--- config.mk ---
export PLATFORM = sky130hd
export DESIGN_NAME = periodic_availability_window_query_core
export DESIGN_NICKNAME = d
export VERILOG_FILES = /design/src/hw/rtl/pawq_pkg.sv /design/src/hw/rtl/pawq_dp.sv /design/src/hw/rtl/pawq_ctrl.sv /design/src/hw/rtl/periodic_availability_window_query_core.sv
export SDC_FILE = /design/constraint.sdc
export NUM_CORES = 1
export LEC_CHECK = 0
export BUFFER_PORTS_ARGS = -buffer_cell sky130_fd_sc_hd__buf_4
export CORE_ASPECT_RATIO = 1.5
export CORE_UTILIZATION = 42
export CTS_CLUSTER_DIAMETER = 60
export DETAILED_ROUTE_END_ITERATION = 6
export HOLD_SLACK_MARGIN = 0.03
export PLACE_DENSITY = 0.59
export SYNTH_ARGS = -nofsm -noshare
export SYNTH_HDL_FRONTEND = slang
export SYNTH_SLANG_ARGS = --single-unit
--- constraint.sdc ---
create_clock -name aclk -period 9.2 [get_ports aclk]
set_input_delay 1.84 -clock aclk [delete_from_list [all_inputs] [get_ports aclk]]
set_output_delay 1.84 -clock aclk [all_outputs]
set_load 0.02 [all_outputs]
--- src/hw/rtl/pawq_pkg.sv ---
`default_nettype none
// ----------------------------------------------------------------------------
// pawq_pkg: shared types and constants of the availability window query core
// Widths of the item fields, table size, datapath operation codes and the
// command, status and result groups passed between controller and datapath.
// ----------------------------------------------------------------------------
package pawq_pkg;

    localparam int MAX_ELEMENTS = 16;

    localparam int IDX_W  = 4;   // element_index
    localparam int LEN_W  = 16;  // work_length, rest_length
    localparam int TIME_W = 31;  // start_time, query_time, job_length
    localparam int CNT_W  = 5;   // element_count, scan counter
    localparam int ACC_W  = 22;  // calendar length and window offsets
    localparam int DIV_STEPS = TIME_W;

    localparam int CFG_IDX_W  = 2;
    localparam int CFG_DATA_W = TIME_W;

    localparam logic [CFG_IDX_W-1:0] CFG_START_TIME    = 2'd0;
    localparam logic [CFG_IDX_W-1:0] CFG_ELEMENT_COUNT = 2'd1;

    localparam logic CMD_WRITE = 1'b0;
    localparam logic CMD_QUERY = 1'b1;

    typedef enum logic [2:0] {
        OP_NONE,
        OP_LOAD,
        OP_SUM,
        OP_CHECK,
        OP_DIV,
        OP_WALK1,
        OP_WALK2
    } op_t;

    typedef struct packed {
        op_t  op;
        logic emit;
    } cmd_t;

    typedef struct packed {
        logic n_zero;
        logic sum_last;
        logic plan_empty;
        logic before_start;
        logic div_last;
        logic walk1_break;
        logic fits_now;
        logic scan_hit;
        logic scan_end;
    } status_t;

    typedef struct packed {
        logic              start_found;
        logic [ACC_W-1:0]  nearest_start;
        logic [LEN_W-1:0]  work_remaining;
        logic [TIME_W-1:0] wait_until_work;
        logic              ready_res;
        logic              empty_plan;
    } result_t;

endpackage : pawq_pkg
`default_nettype wire

--- src/hw/rtl/pawq_dp.sv ---
`default_nettype none
// ----------------------------------------------------------------------------
// pawq_dp: datapath of the availability window query core
// Configuration registers, window tables, calendar sum, bit-serial modulo and
// the two table walks, each stepped by the controller's operation code.
// ----------------------------------------------------------------------------
module pawq_dp import pawq_pkg::*; (
    input  wire logic                  aclk,
    input  wire logic                  aresetn,
    input  wire logic                  cfg_valid,
    input  wire logic [CFG_IDX_W-1:0]  cfg_index,
    input  wire logic [CFG_DATA_W-1:0] cfg_data,
    input  wire logic                  in_command,
    input  wire logic [IDX_W-1:0]      in_element_index,
    input  wire logic [LEN_W-1:0]      in_work_length,
    input  wire logic [LEN_W-1:0]      in_rest_length,
    input  wire logic [TIME_W-1:0]     in_query_time,
    input  wire logic [TIME_W-1:0]     in_job_length,
    input  wire cmd_t                  cmd,
    output status_t                    status,
    output result_t                    result
);

    localparam logic [CNT_W-1:0] MAX_CNT  = CNT_W'(MAX_ELEMENTS);
    localparam logic [CNT_W-1:0] DIV_LAST = CNT_W'(DIV_STEPS - 1);

    logic [TIME_W-1:0] start_time_reg;
    logic [CNT_W-1:0]  element_count_reg;

    logic [LEN_W-1:0] work_mem [MAX_ELEMENTS];
    logic [LEN_W-1:0] rest_mem [MAX_ELEMENTS];

    logic [TIME_W-1:0] qtime_reg;
    logic [TIME_W-1:0] job_reg;
    logic [TIME_W-1:0] tsh_reg;
    logic [ACC_W-1:0]  acc_reg;
    logic [ACC_W-1:0]  rem_reg;
    logic [ACC_W-1:0]  dist_reg;
    logic [IDX_W-1:0]  idx_reg;
    logic [CNT_W-1:0]  cnt_reg;
    result_t           res_reg;

    logic [CNT_W-1:0] n_used;
    logic [CNT_W-1:0] n_last;
    logic [LEN_W-1:0] work_rd;
    logic [LEN_W-1:0] rest_rd;
    logic [IDX_W-1:0] idx_wrap;
    logic [ACC_W:0]   div_shift;
    logic [ACC_W:0]   div_diff;
    logic             div_ge;
    logic [ACC_W-1:0] rem_step;
    logic             in_work;
    logic             in_rest;
    logic [ACC_W-1:0] past_work;
    logic [ACC_W-1:0] rem_sub;
    logic [LEN_W-1:0] work_left;
    logic [LEN_W-1:0] rest_left;
    logic             fits;

    // Counts above the table size use the whole table.
    assign n_used = (element_count_reg > MAX_CNT) ? MAX_CNT : element_count_reg;
    assign n_last = n_used - CNT_W'(1);

    assign work_rd  = work_mem[idx_reg];
    assign rest_rd  = rest_mem[idx_reg];
    assign idx_wrap = ({1'b0, idx_reg} == n_last) ? '0 : idx_reg + IDX_W'(1);

    // One restoring step of the modulo by the calendar length.
    assign div_shift = {rem_reg, tsh_reg[TIME_W-1]};
    assign div_diff  = div_shift - {1'b0, acc_reg};
    assign div_ge    = (div_shift >= {1'b0, acc_reg});
    assign rem_step  = div_ge ? div_diff[ACC_W-1:0] : div_shift[ACC_W-1:0];

    // Position within the current pair of windows.
    assign in_work   = (rem_reg < ACC_W'(work_rd));
    assign past_work = rem_reg - ACC_W'(work_rd);
    assign in_rest   = !in_work && (past_work < ACC_W'(rest_rd));
    assign rem_sub   = past_work - ACC_W'(rest_rd);
    assign work_left = work_rd - rem_reg[LEN_W-1:0];
    assign rest_left = rest_rd - past_work[LEN_W-1:0];
    assign fits      = (TIME_W'(work_left) >= job_reg);

    always_comb begin
        status.n_zero       = (n_used == '0);
        status.sum_last     = ({1'b0, idx_reg} == n_last);
        status.plan_empty   = (acc_reg == '0);
        status.before_start = (qtime_reg < start_time_reg);
        status.div_last     = (cnt_reg == DIV_LAST);
        status.walk1_break  = in_work || in_rest;
        status.fits_now     = in_work && fits;
        status.scan_hit     = (TIME_W'(work_rd) >= job_reg);
        status.scan_end     = (cnt_reg == n_used);
    end

    assign result = res_reg;

    always_ff @(posedge aclk) begin
        if (!aresetn) begin
            start_time_reg    <= '0;
            element_count_reg <= CNT_W'(1);
        end else if (cfg_valid) begin
            unique case (cfg_index)
                CFG_START_TIME:    start_time_reg    <= cfg_data;
                CFG_ELEMENT_COUNT: element_count_reg <= cfg_data[CNT_W-1:0];
                default: ;
            endcase
        end
    end

    always_ff @(posedge aclk) begin
        if (cmd.op == OP_LOAD && in_command == CMD_WRITE
            && {1'b0, in_element_index} < MAX_CNT) begin
            work_mem[in_element_index] <= in_work_length;
            rest_mem[in_element_index] <= in_rest_length;
        end
    end

    always_ff @(posedge aclk) begin
        unique case (cmd.op)
            OP_LOAD: begin
                qtime_reg <= in_query_time;
                job_reg   <= in_job_length;
                acc_reg   <= '0;
                idx_reg   <= '0;
                res_reg   <= '0;
            end
            OP_SUM: begin
                acc_reg <= acc_reg + ACC_W'(work_rd) + ACC_W'(rest_rd);
                idx_reg <= idx_reg + IDX_W'(1);
            end
            OP_CHECK: begin
                if (status.plan_empty) begin
                    res_reg.empty_plan <= 1'b1;
                end else if (status.before_start) begin
                    res_reg.wait_until_work <= start_time_reg - qtime_reg;
                    res_reg.start_found     <= 1'b1;
                end else begin
                    tsh_reg <= qtime_reg - start_time_reg;
                    rem_reg <= '0;
                    cnt_reg <= '0;
                end
            end
            OP_DIV: begin
                rem_reg <= rem_step;
                tsh_reg <= {tsh_reg[TIME_W-2:0], 1'b0};
                cnt_reg <= cnt_reg + CNT_W'(1);
                if (status.div_last) begin
                    idx_reg <= '0;
                end
            end
            OP_WALK1: begin
                if (in_work) begin
                    res_reg.ready_res      <= 1'b1;
                    res_reg.work_remaining <= work_left;
                    dist_reg <= ACC_W'(work_left) + ACC_W'(rest_rd);
                    idx_reg  <= idx_wrap;
                    cnt_reg  <= '0;
                    if (fits) begin
                        res_reg.start_found <= 1'b1;
                    end
                end else if (in_rest) begin
                    res_reg.wait_until_work <= TIME_W'(rest_left);
                    dist_reg <= ACC_W'(rest_left);
                    idx_reg  <= idx_wrap;
                    cnt_reg  <= '0;
                end else begin
                    rem_reg <= rem_sub;
                    idx_reg <= idx_reg + IDX_W'(1);
                end
            end
            OP_WALK2: begin
                if (status.scan_hit) begin
                    res_reg.nearest_start <= dist_reg;
                    res_reg.start_found   <= 1'b1;
                end else begin
                    dist_reg <= dist_reg + ACC_W'(work_rd) + ACC_W'(rest_rd);
                    idx_reg  <= idx_wrap;
                    cnt_reg  <= cnt_reg + CNT_W'(1);
                end
            end
            default: ;
        endcase
    end

endmodule : pawq_dp
`default_nettype wire

--- src/hw/rtl/pawq_ctrl.sv ---
`default_nettype none
// ----------------------------------------------------------------------------
// pawq_ctrl: sequencer of the availability window query core
// Steps one item at a time through sum, check, modulo and the table walks,
// and hands the finished result to the output register.
// ----------------------------------------------------------------------------
module pawq_ctrl import pawq_pkg::*; (
    input  wire logic    aclk,
    input  wire logic    aresetn,
    input  wire logic    in_valid,
    input  wire logic    in_command,
    input  wire logic    out_free,
    input  wire status_t status,
    output logic         in_ready,
    output cmd_t         cmd
);

    typedef enum logic [2:0] {
        ST_IDLE,
        ST_SUM,
        ST_CHECK,
        ST_DIV,
        ST_WALK1,
        ST_WALK2,
        ST_EMIT
    } state_t;

    state_t state_reg;

    assign in_ready = (state_reg == ST_IDLE);

    always_comb begin
        cmd.op   = OP_NONE;
        cmd.emit = 1'b0;
        unique case (state_reg)
            ST_IDLE:  cmd.op = in_valid ? OP_LOAD : OP_NONE;
            ST_SUM:   cmd.op = OP_SUM;
            ST_CHECK: cmd.op = OP_CHECK;
            ST_DIV:   cmd.op = OP_DIV;
            ST_WALK1: cmd.op = OP_WALK1;
            ST_WALK2: cmd.op = OP_WALK2;
            ST_EMIT:  cmd.emit = out_free;
            default: ;
        endcase
    end

    always_ff @(posedge aclk) begin
        if (!aresetn) begin
            state_reg <= ST_IDLE;
        end else begin
            unique case (state_reg)
                ST_IDLE: begin
                    if (in_valid && in_command == CMD_QUERY) begin
                        state_reg <= status.n_zero ? ST_CHECK : ST_SUM;
                    end
                end
                ST_SUM: begin
                    if (status.sum_last) begin
                        state_reg <= ST_CHECK;
                    end
                end
                ST_CHECK: begin
                    if (status.plan_empty || status.before_start) begin
                        state_reg <= ST_EMIT;
                    end else begin
                        state_reg <= ST_DIV;
                    end
                end
                ST_DIV: begin
                    if (status.div_last) begin
                        state_reg <= ST_WALK1;
                    end
                end
                ST_WALK1: begin
                    if (status.walk1_break) begin
                        state_reg <= status.fits_now ? ST_EMIT : ST_WALK2;
                    end
                end
                ST_WALK2: begin
                    if (status.scan_hit || status.scan_end) begin
                        state_reg <= ST_EMIT;
                    end
                end
                ST_EMIT: begin
                    if (out_free) begin
                        state_reg <= ST_IDLE;
                    end
                end
                default: state_reg <= ST_IDLE;
            endcase
        end
    end

endmodule : pawq_ctrl
`default_nettype wire

--- src/hw/rtl/periodic_availability_window_query_core.sv ---
`default_nettype none
// ----------------------------------------------------------------------------
// periodic_availability_window_query_core: repeating work/rest calendar query
// Holds up to sixteen work/rest window pairs and answers availability queries
// against the calendar that they form from a configured start time onwards.
// ----------------------------------------------------------------------------
// The block takes one input transfer at a time. A write transfer loads one
// window pair and is finished in the cycle it is taken. A query sums the
// calendar length over the pairs in use, checks for an empty plan or a time
// before the start and, if neither holds, runs the bit-serial modulo of the
// elapsed time by the calendar length, locates the current window and, unless
// the job fits there, scans for a window long enough for the job, then passes
// the result to the output register once it is free. The result waits in its
// own output register, so the next transfer is taken while a result is still
// waiting for the downstream side. Configuration writes are expected only
// while the block is idle; the configuration channel is always ready.
// ----------------------------------------------------------------------------
module periodic_availability_window_query_core import pawq_pkg::*; (
    input  wire logic                  aclk,
    input  wire logic                  aresetn,

    // Configuration write channel: index 0 start_time, index 1 element_count.
    input  wire logic                  cfg_valid,
    output logic                       cfg_ready,
    input  wire logic [CFG_IDX_W-1:0]  cfg_index,
    input  wire logic [CFG_DATA_W-1:0] cfg_data,

    // Input stream.
    input  wire logic                  s_tvalid,
    output logic                       s_tready,
    // tdata, lowest bit up: element_index[3:0], work_length[19:4],
    // rest_length[35:20], query_time[66:36], job_length[97:67], zero pad.
    input  wire logic [103:0]          s_tdata,
    // tuser: command (0 write a pair, 1 query).
    input  wire logic                  s_tuser,

    // Result stream.
    output logic                       m_tvalid,
    input  wire logic                  m_tready,
    // tdata, lowest bit up: ready_res[0], wait_until_work[31:1],
    // work_remaining[47:32], nearest_start[69:48], start_found[70], zero pad.
    output logic [71:0]                m_tdata,
    // tuser: empty_plan.
    output logic                       m_tuser
);

    cmd_t    cmd;
    status_t status;
    result_t result;

    logic    m_valid_reg;
    result_t m_res_reg;
    logic    out_free;

    assign cfg_ready = 1'b1;

    // The output register is free when empty or when its transfer completes now.
    assign out_free = !m_valid_reg || m_tready;

    pawq_ctrl u_ctrl (
        .aclk       (aclk),
        .aresetn    (aresetn),
        .in_valid   (s_tvalid),
        .in_command (s_tuser),
        .out_free   (out_free),
        .status     (status),
        .in_ready   (s_tready),
        .cmd        (cmd)
    );

    pawq_dp u_dp (
        .aclk             (aclk),
        .aresetn          (aresetn),
        .cfg_valid        (cfg_valid),
        .cfg_index        (cfg_index),
        .cfg_data         (cfg_data),
        .in_command       (s_tuser),
        .in_element_index (s_tdata[3:0]),
        .in_work_length   (s_tdata[19:4]),
        .in_rest_length   (s_tdata[35:20]),
        .in_query_time    (s_tdata[66:36]),
        .in_job_length    (s_tdata[97:67]),
        .cmd              (cmd),
        .status           (status),
        .result           (result)
    );

    // Output register: loaded when the controller hands over a finished result.
    always_ff @(posedge aclk) begin
        if (!aresetn) begin
            m_valid_reg <= 1'b0;
        end else if (cmd.emit) begin
            m_valid_reg <= 1'b1;
        end else if (m_tready) begin
            m_valid_reg <= 1'b0;
        end
    end

    always_ff @(posedge aclk) begin
        if (cmd.emit) begin
            m_res_reg <= result;
        end
    end

    assign m_tvalid = m_valid_reg;
    assign m_tuser  = m_res_reg.empty_plan;
    assign m_tdata  = {1'b0,
                       m_res_reg.start_found,
                       m_res_reg.nearest_start,
                       m_res_reg.work_remaining,
                       m_res_reg.wait_until_work,
                       m_res_reg.ready_res};

    // An empty plan carries no other information.
    a_empty_clean: assert property (@(posedge aclk) disable iff (!aresetn)
        m_valid_reg && m_res_reg.empty_plan |-> m_tdata == '0)
        else $error("empty plan result carries non-zero fields");

    // Inside a work window there is no wait and some work time is left.
    a_ready_consistent: assert property (@(posedge aclk) disable iff (!aresetn)
        m_valid_reg && m_res_reg.ready_res |->
            m_res_reg.wait_until_work == '0 && m_res_reg.work_remaining != '0)
        else $error("ready result with wait time or no remaining work");

    // Without a fitting window the offset stays at zero.
    a_offset_needs_found: assert property (@(posedge aclk) disable iff (!aresetn)
        m_valid_reg && !m_res_reg.start_found |-> m_res_reg.nearest_start == '0)
        else $error("nearest start offset given without a fitting window");

    // No input transfer is taken while the controller is handing over a result.
    a_no_accept_on_emit: assert property (@(posedge aclk) disable iff (!aresetn)
        cmd.emit |-> !s_tready)
        else $error("input taken while a result is handed over");

endmodule : periodic_availability_window_query_core
`default_nettype wire
### Word level (Yosys, flattened, before mapping)

Memory sizes are Yosys's and may differ from the RTL's. A register that Yosys moved wholly into a read port is not among the register bits.
Index checks and enable logic that the tools add are counted.

| word-level totals | value |
|---|---|
| register bits after elaboration | 352 |
| bits in latches | 0 |
| bits in writable memories | 512 |
| bits in read-only memories | 0 |
| input bits | 143 |
| output and inout bits | 76 |
| word-level logic and storage cells | 187 |
| memories kept | 2 |

| operators by class | value |
|---|---|
| $add $sub $neg | 15 |
| $mul | 0 |
| divide/modulo/power cells | 0 |
| $lt $le $gt $ge | 7 |
| equal/unequal tests | 35 |
| shift operators | 0 |
| muxes and demuxes | 64 |
| bitwise logic cells | 1 |
| reductions and logical operators | 39 |

Memories:

| memory | depth | width | read ports | clocked after Yosys merged registers in | write ports | RTL line | source |
|---|---|---|---|---|---|---|---|
| u_dp.rest_mem | 16 | 16 | 1 | 1 | 1 | pawq_dp.sv:31 | `logic [LEN_W-1:0] rest_mem [MAX_ELEMENTS];` |
| u_dp.work_mem | 16 | 16 | 1 | 1 | 1 | pawq_dp.sv:30 | `logic [LEN_W-1:0] work_mem [MAX_ELEMENTS];` |

Operators with widths:

| cell | number |
|---|---|
| two-way mux 31 bit | 6 |
| two-way mux 22 bit | 8 |
| one-hot mux 22 bit (2 select lines) | 3 |
| one-hot mux 31 bit (3 select lines) | 1 |
| adder 22 x 16 -> 22 bit | 4 |
| one-hot mux 22 bit (3 select lines) | 1 |
| >= comparator 16 x 31 -> 1 bit | 2 |
| one-hot mux 31 bit (2 select lines) | 1 |
| subtractor 31 bit | 2 |
| less-than comparator 22 x 16 -> 1 bit | 2 |
| subtractor 22 x 16 -> 22 bit | 2 |
| one-hot mux 16 bit (2 select lines) | 1 |
| subtractor 16 bit | 2 |
| less-than comparator 31 bit | 1 |
| two-way mux 5 bit | 6 |
| two-way mux 4 bit | 7 |
| inequality test 2 bit (second input constant) | 12 |
| >= comparator 23 x 22 -> 1 bit | 1 |
| two-way mux 23 bit | 1 |
| logical NOT 22 bit | 1 |
| subtractor 22 bit | 1 |
| two-way mux 3 bit | 7 |
| one-hot mux 3 bit (7 select lines) | 1 |
| one-hot mux 4 bit (5 select lines) | 1 |
| other kinds (36) | 87 |

### Longest topological paths before layout

| depth | value |
|---|---|
| depth in word-level cells | 9 |
| gate-level depth with buffers | 26 |

### Modules after synthesis

Synthesis repeated with hierarchy kept, for this count alone.

| unflattened totals | value |
|---|---|
| cells, all modules | 3,231 |
| area total of the unflattened synthesis | 43,863.3 um2 |

Modules (own cells, without submodules):

| module | instances | cells each | area an instance (um2) | seq. area each (um2) |
|---|---|---|---|---|
| pawq_dp | 1 | 3,106 | 41,279.6 | 23,382.4 |
| periodic_availability_window_query_core | 1 | 80 | 2,233.4 | 2,182.1 |
| pawq_ctrl | 1 | 45 | 350.3 | 60.1 |

### Least setup slack after synthesis

No wires, ideal clock.

| timing | value |
|---|---|
| path type | register -> register |
| start | register with a tool-made name |
| end | register u_dp.res_reg, in the netlist u_dp.result[10] (enable) |
| library setup time | 0.470 ns |
| arrival time | 7.864 ns |
| data required time | 8.730 ns |
| path slack | 0.865 ns |
| cell stages (with the launch flop) | 25 |
| buffers on the path | 3 |
| period minus slack after synthesis | 8.335 ns |
| cells stage by stage | dfxtp_1 clkbuf_1 buf_1 mux4_2 mux4_2 inv_1 ha_1 a21oi_1 a21oi_1 nor2_1 o21ai_0 a21o_1 a21oi_1 xnor2_1 ha_1 clkbuf_1 a21oi_1 o21ai_1 o21bai_1 a22oi_1 a31o_2 nand3_1 nor2_1 nand2_1 a221oi_1 |

RTL lines:

| item | RTL line | source |
|---|---|---|
| to (decl) | pawq_dp.sv:41 | `result_t res_reg;` |

==> impl_metrics.json <==
{
  "status": "finished clean",
  "vias": 26890,
  "cts_buffer_depth": 3,
  "root_buffer": "clkbuf_16",
  "startpoint_type": "flip-flop",
  "pre_cts_ws_ns": 1.882,
  "drc_errors": 0,
  "hpwl_mm": 82.93,
  "crit_type": "reg -> reg",
  "finalSetupViolCount": 0,
  "maxSlewViolCount": 0,
  "cts_hold_buf": 0,
  "async_reset_ff_share_pct": 0,
  "post_cts_buffers": 0,
  "fin_cells": 4953,
  "synthCells": 3258,
  "fin_util_pct": 48.53,
  "fin_crit_sh_pct": 80.36,
  "yosys_warnings": 0,
  "yosysTopAreaCell": "edfxtp_1",
  "synth_seq_cells": 868,
  "drt-pass1-iter-count": 5,
  "coreArea_sq_mm": 0.1040,
  "cts_tree": "yes",
  "synth.top_cell.area_share_pct": 56.32,
  "gp_congestion": 0.9034,
  "dieArea_sq_mm": 0.1059,
  "postSynthAreaPerCell_sq_um": 13.49,
  "ctsResizeCount": 0,
  "endpoint_kind": "flip-flop",
  "clock_latency_ns": 0.71,
  "area.growth.synth_to_final_pct": 14.84,
  "grt_overflow_total": 0,
  "antenna_found_initial": 2,
  "path_delay_family": "compound AO/OA/AOI/OAI gates",
  "relSlewSlack_pct": 26.84,
  "wl_mm": 117.4,
  "numPortBuffers": 210,
  "drv_cap": 0,
  "synth_common_cells": "824 x edfxtp_1, 237 x inv_1, 234 x ha_1",
  "syn-num-nets": 3677,
  "dp_cells": 4784,
  "rsz0062_at_grt": "false",
  "crit_fanout": 47,
  "clock_sinks": 868,
  "drtIter0Drc": 1600,
  "synth_most_common_cell": "edfxtp_1",
  "hold_viol_final": 0,
  "ant_nets": 0,
  "post_drt_wl_per_cell_microns": 23.70,
  "max_stage_delay_ns": 0.73,
  "crit_top_cell": "a21oi_1",
  "n_antenna_cell": 0,
  "max_freq_ghz": 0.1353,
  "die_h_microns": 398.1,
  "initial_core_util_pct": 42.26,
  "synth_edf_count": 824,
  "num_io_pins": 219,
  "netlist_top_cells_area": "edfxtp_1 56%, mux4_2 8.2%, ha_1 6.7%, inv_1 2.0%, a21oi_1 2.0%",
  "drive_above_1_share_pct": 17.43,
  "grt_max_degree": 56,
  "routed_via_density": 5.430,
  "htreeDepth": 3,
  "track_usage_pct": 22.21,
  "worst_slack_ns": 1.807,
  "hp-class": "reg -> reg",
  "grt_pass1_wl_mm": 172.4,
  "critPathBufInv": 3,
  "worst_pin_slew_ns": 1.091,
  "fin_worst_skew_ns": 0.04193,
  "cp_data_arrival_time_ns": 7.79,
  "die_w_microns": 266.1,
  "min_period_ns": 7.393,
  "clk_pin_slew_ns": 0.06,
  "cp.required_ns": 9.60,
  "numCtsBuffers": 90,
  "setup_tns_ns": 0,
  "synth_area_sq_mm": 0.04394,
  "nets": 3899,
  "seq_area_frac_synth_pct": 58.32,
  "fp-row-count": 145,
  "grt_pass1_vias": 27720,
  "slowest_stage": "dfxtp_4",
  "synth_ff_type": "edfxtp_1",
  "crit_chain": "buf_12, mux4_2, mux4_2, inv_1, ha_1, a21oi_1, o21ai_0, nor2_1, o21ai_0, a21o_1, a21oi_1, xnor2_1, ha_1, a21oi_1, o21ai_1, o21bai_1, a22oi_1, a31o_2, nand3_1, nor2_1, nand2_1, and3_1, a2111oi_1, buf_4",
  "ys_types": 84
}
cell families after synthesis:
group / synth area share, %
buf+inv: 3.224
simple gates: 7.866
mux: 9.005
other cells: 0.01709
xor+xnor: 3.489
compound gates: 9.500
fa+ha+maj: 8.578
flops: 58.32
cell type report:
cell class	count	area, sq um
multi-input combinational	2023	17060
clock buffer	95	2271
fill	9146	53500
timing repair buffer	260	1964
clock inverter	74	887.1
inverter	237	890.9
sequential	868	25630
tap	1396	1747
layout by cell type (no fill, tap or decap), types with 32 or more instances in the layout:
| cell | n |
|---|---|
| mux2i_1 | 33 |
| and2_1 | 50 |
| nor2_1 | 206 |
| fa_1 | 42 |
| inv_1 | 236 |
| ha_1 | 234 |
| a21oi_1 | 177 |
| dfxtp_1 | 40 |
| clkbuf_16 | 90 |
| edfxtp_1 | 824 |
| nor2b_1 | 32 |
| nor3_1 | 54 |
| a21boi_0 | 43 |
| xnor2_1 | 101 |
| buf_4 | 259 |
| a21o_1 | 67 |
| mux4_2 | 160 |
| nand2_1 | 194 |
| xor2_1 | 74 |
| o21ai_0 | 118 |
| nand3_1 | 46 |
routing by layer:
metal | up-vias | global-route usage (%) | share of wire [%]
li1 | 12670 | - | -
met1 | 13450 | 24.45 | 38
met2 | 586 | 41.80 | 54
met3 | 192 | 3.134 | 4.0
met4 | 4 | 10.14 | 4.3
met5 | - | 0 | 0.028
worst paths after layout:
check | start | end | depth (start not counted) | slack (ns)
setup / recovery | flip-flop | u_dp.cnt_reg[0] | 24 | 1.81
hold / removal | u_dp.result[11] | m_tdata[10] | 0 | 0.41
setup reg to reg | flip-flop | u_dp.cnt_reg[0] | 24 | 1.81
hold reg to reg | u_dp.result[11] | m_tdata[10] | 0 | 0.41
through the flow:
| step | area (sq um) | hold WS, ns |
|---|---|---|
| floorplan | 43940 | 0.4003 |
| global placement | 47300 | 0.4006 |
| detailed placement | 47300 | 0.4045 |
| CTS | 50450 | 0.4100 |
| global route | 50450 | 0.4178 |
| finish | 50450 | 0.4125 |
worst register-to-register path: cells and delay by family (launching register included):
family / cells / cell delay [ns]
buffers and inverters: 3 / 0.83
xor gates and xnor gates: 1 / 0.18
AOI/OAI and AO/OA: 11 / 2.46
DFF: 1 / 0.73
muxes: 2 / 1.25
and+or+nand+nor: 5 / 0.96
adders and majority gates: 2 / 0.68
Power is not shown: default switching activity piles up to over one toggle a cycle in this logic, so the estimate is an artifact.
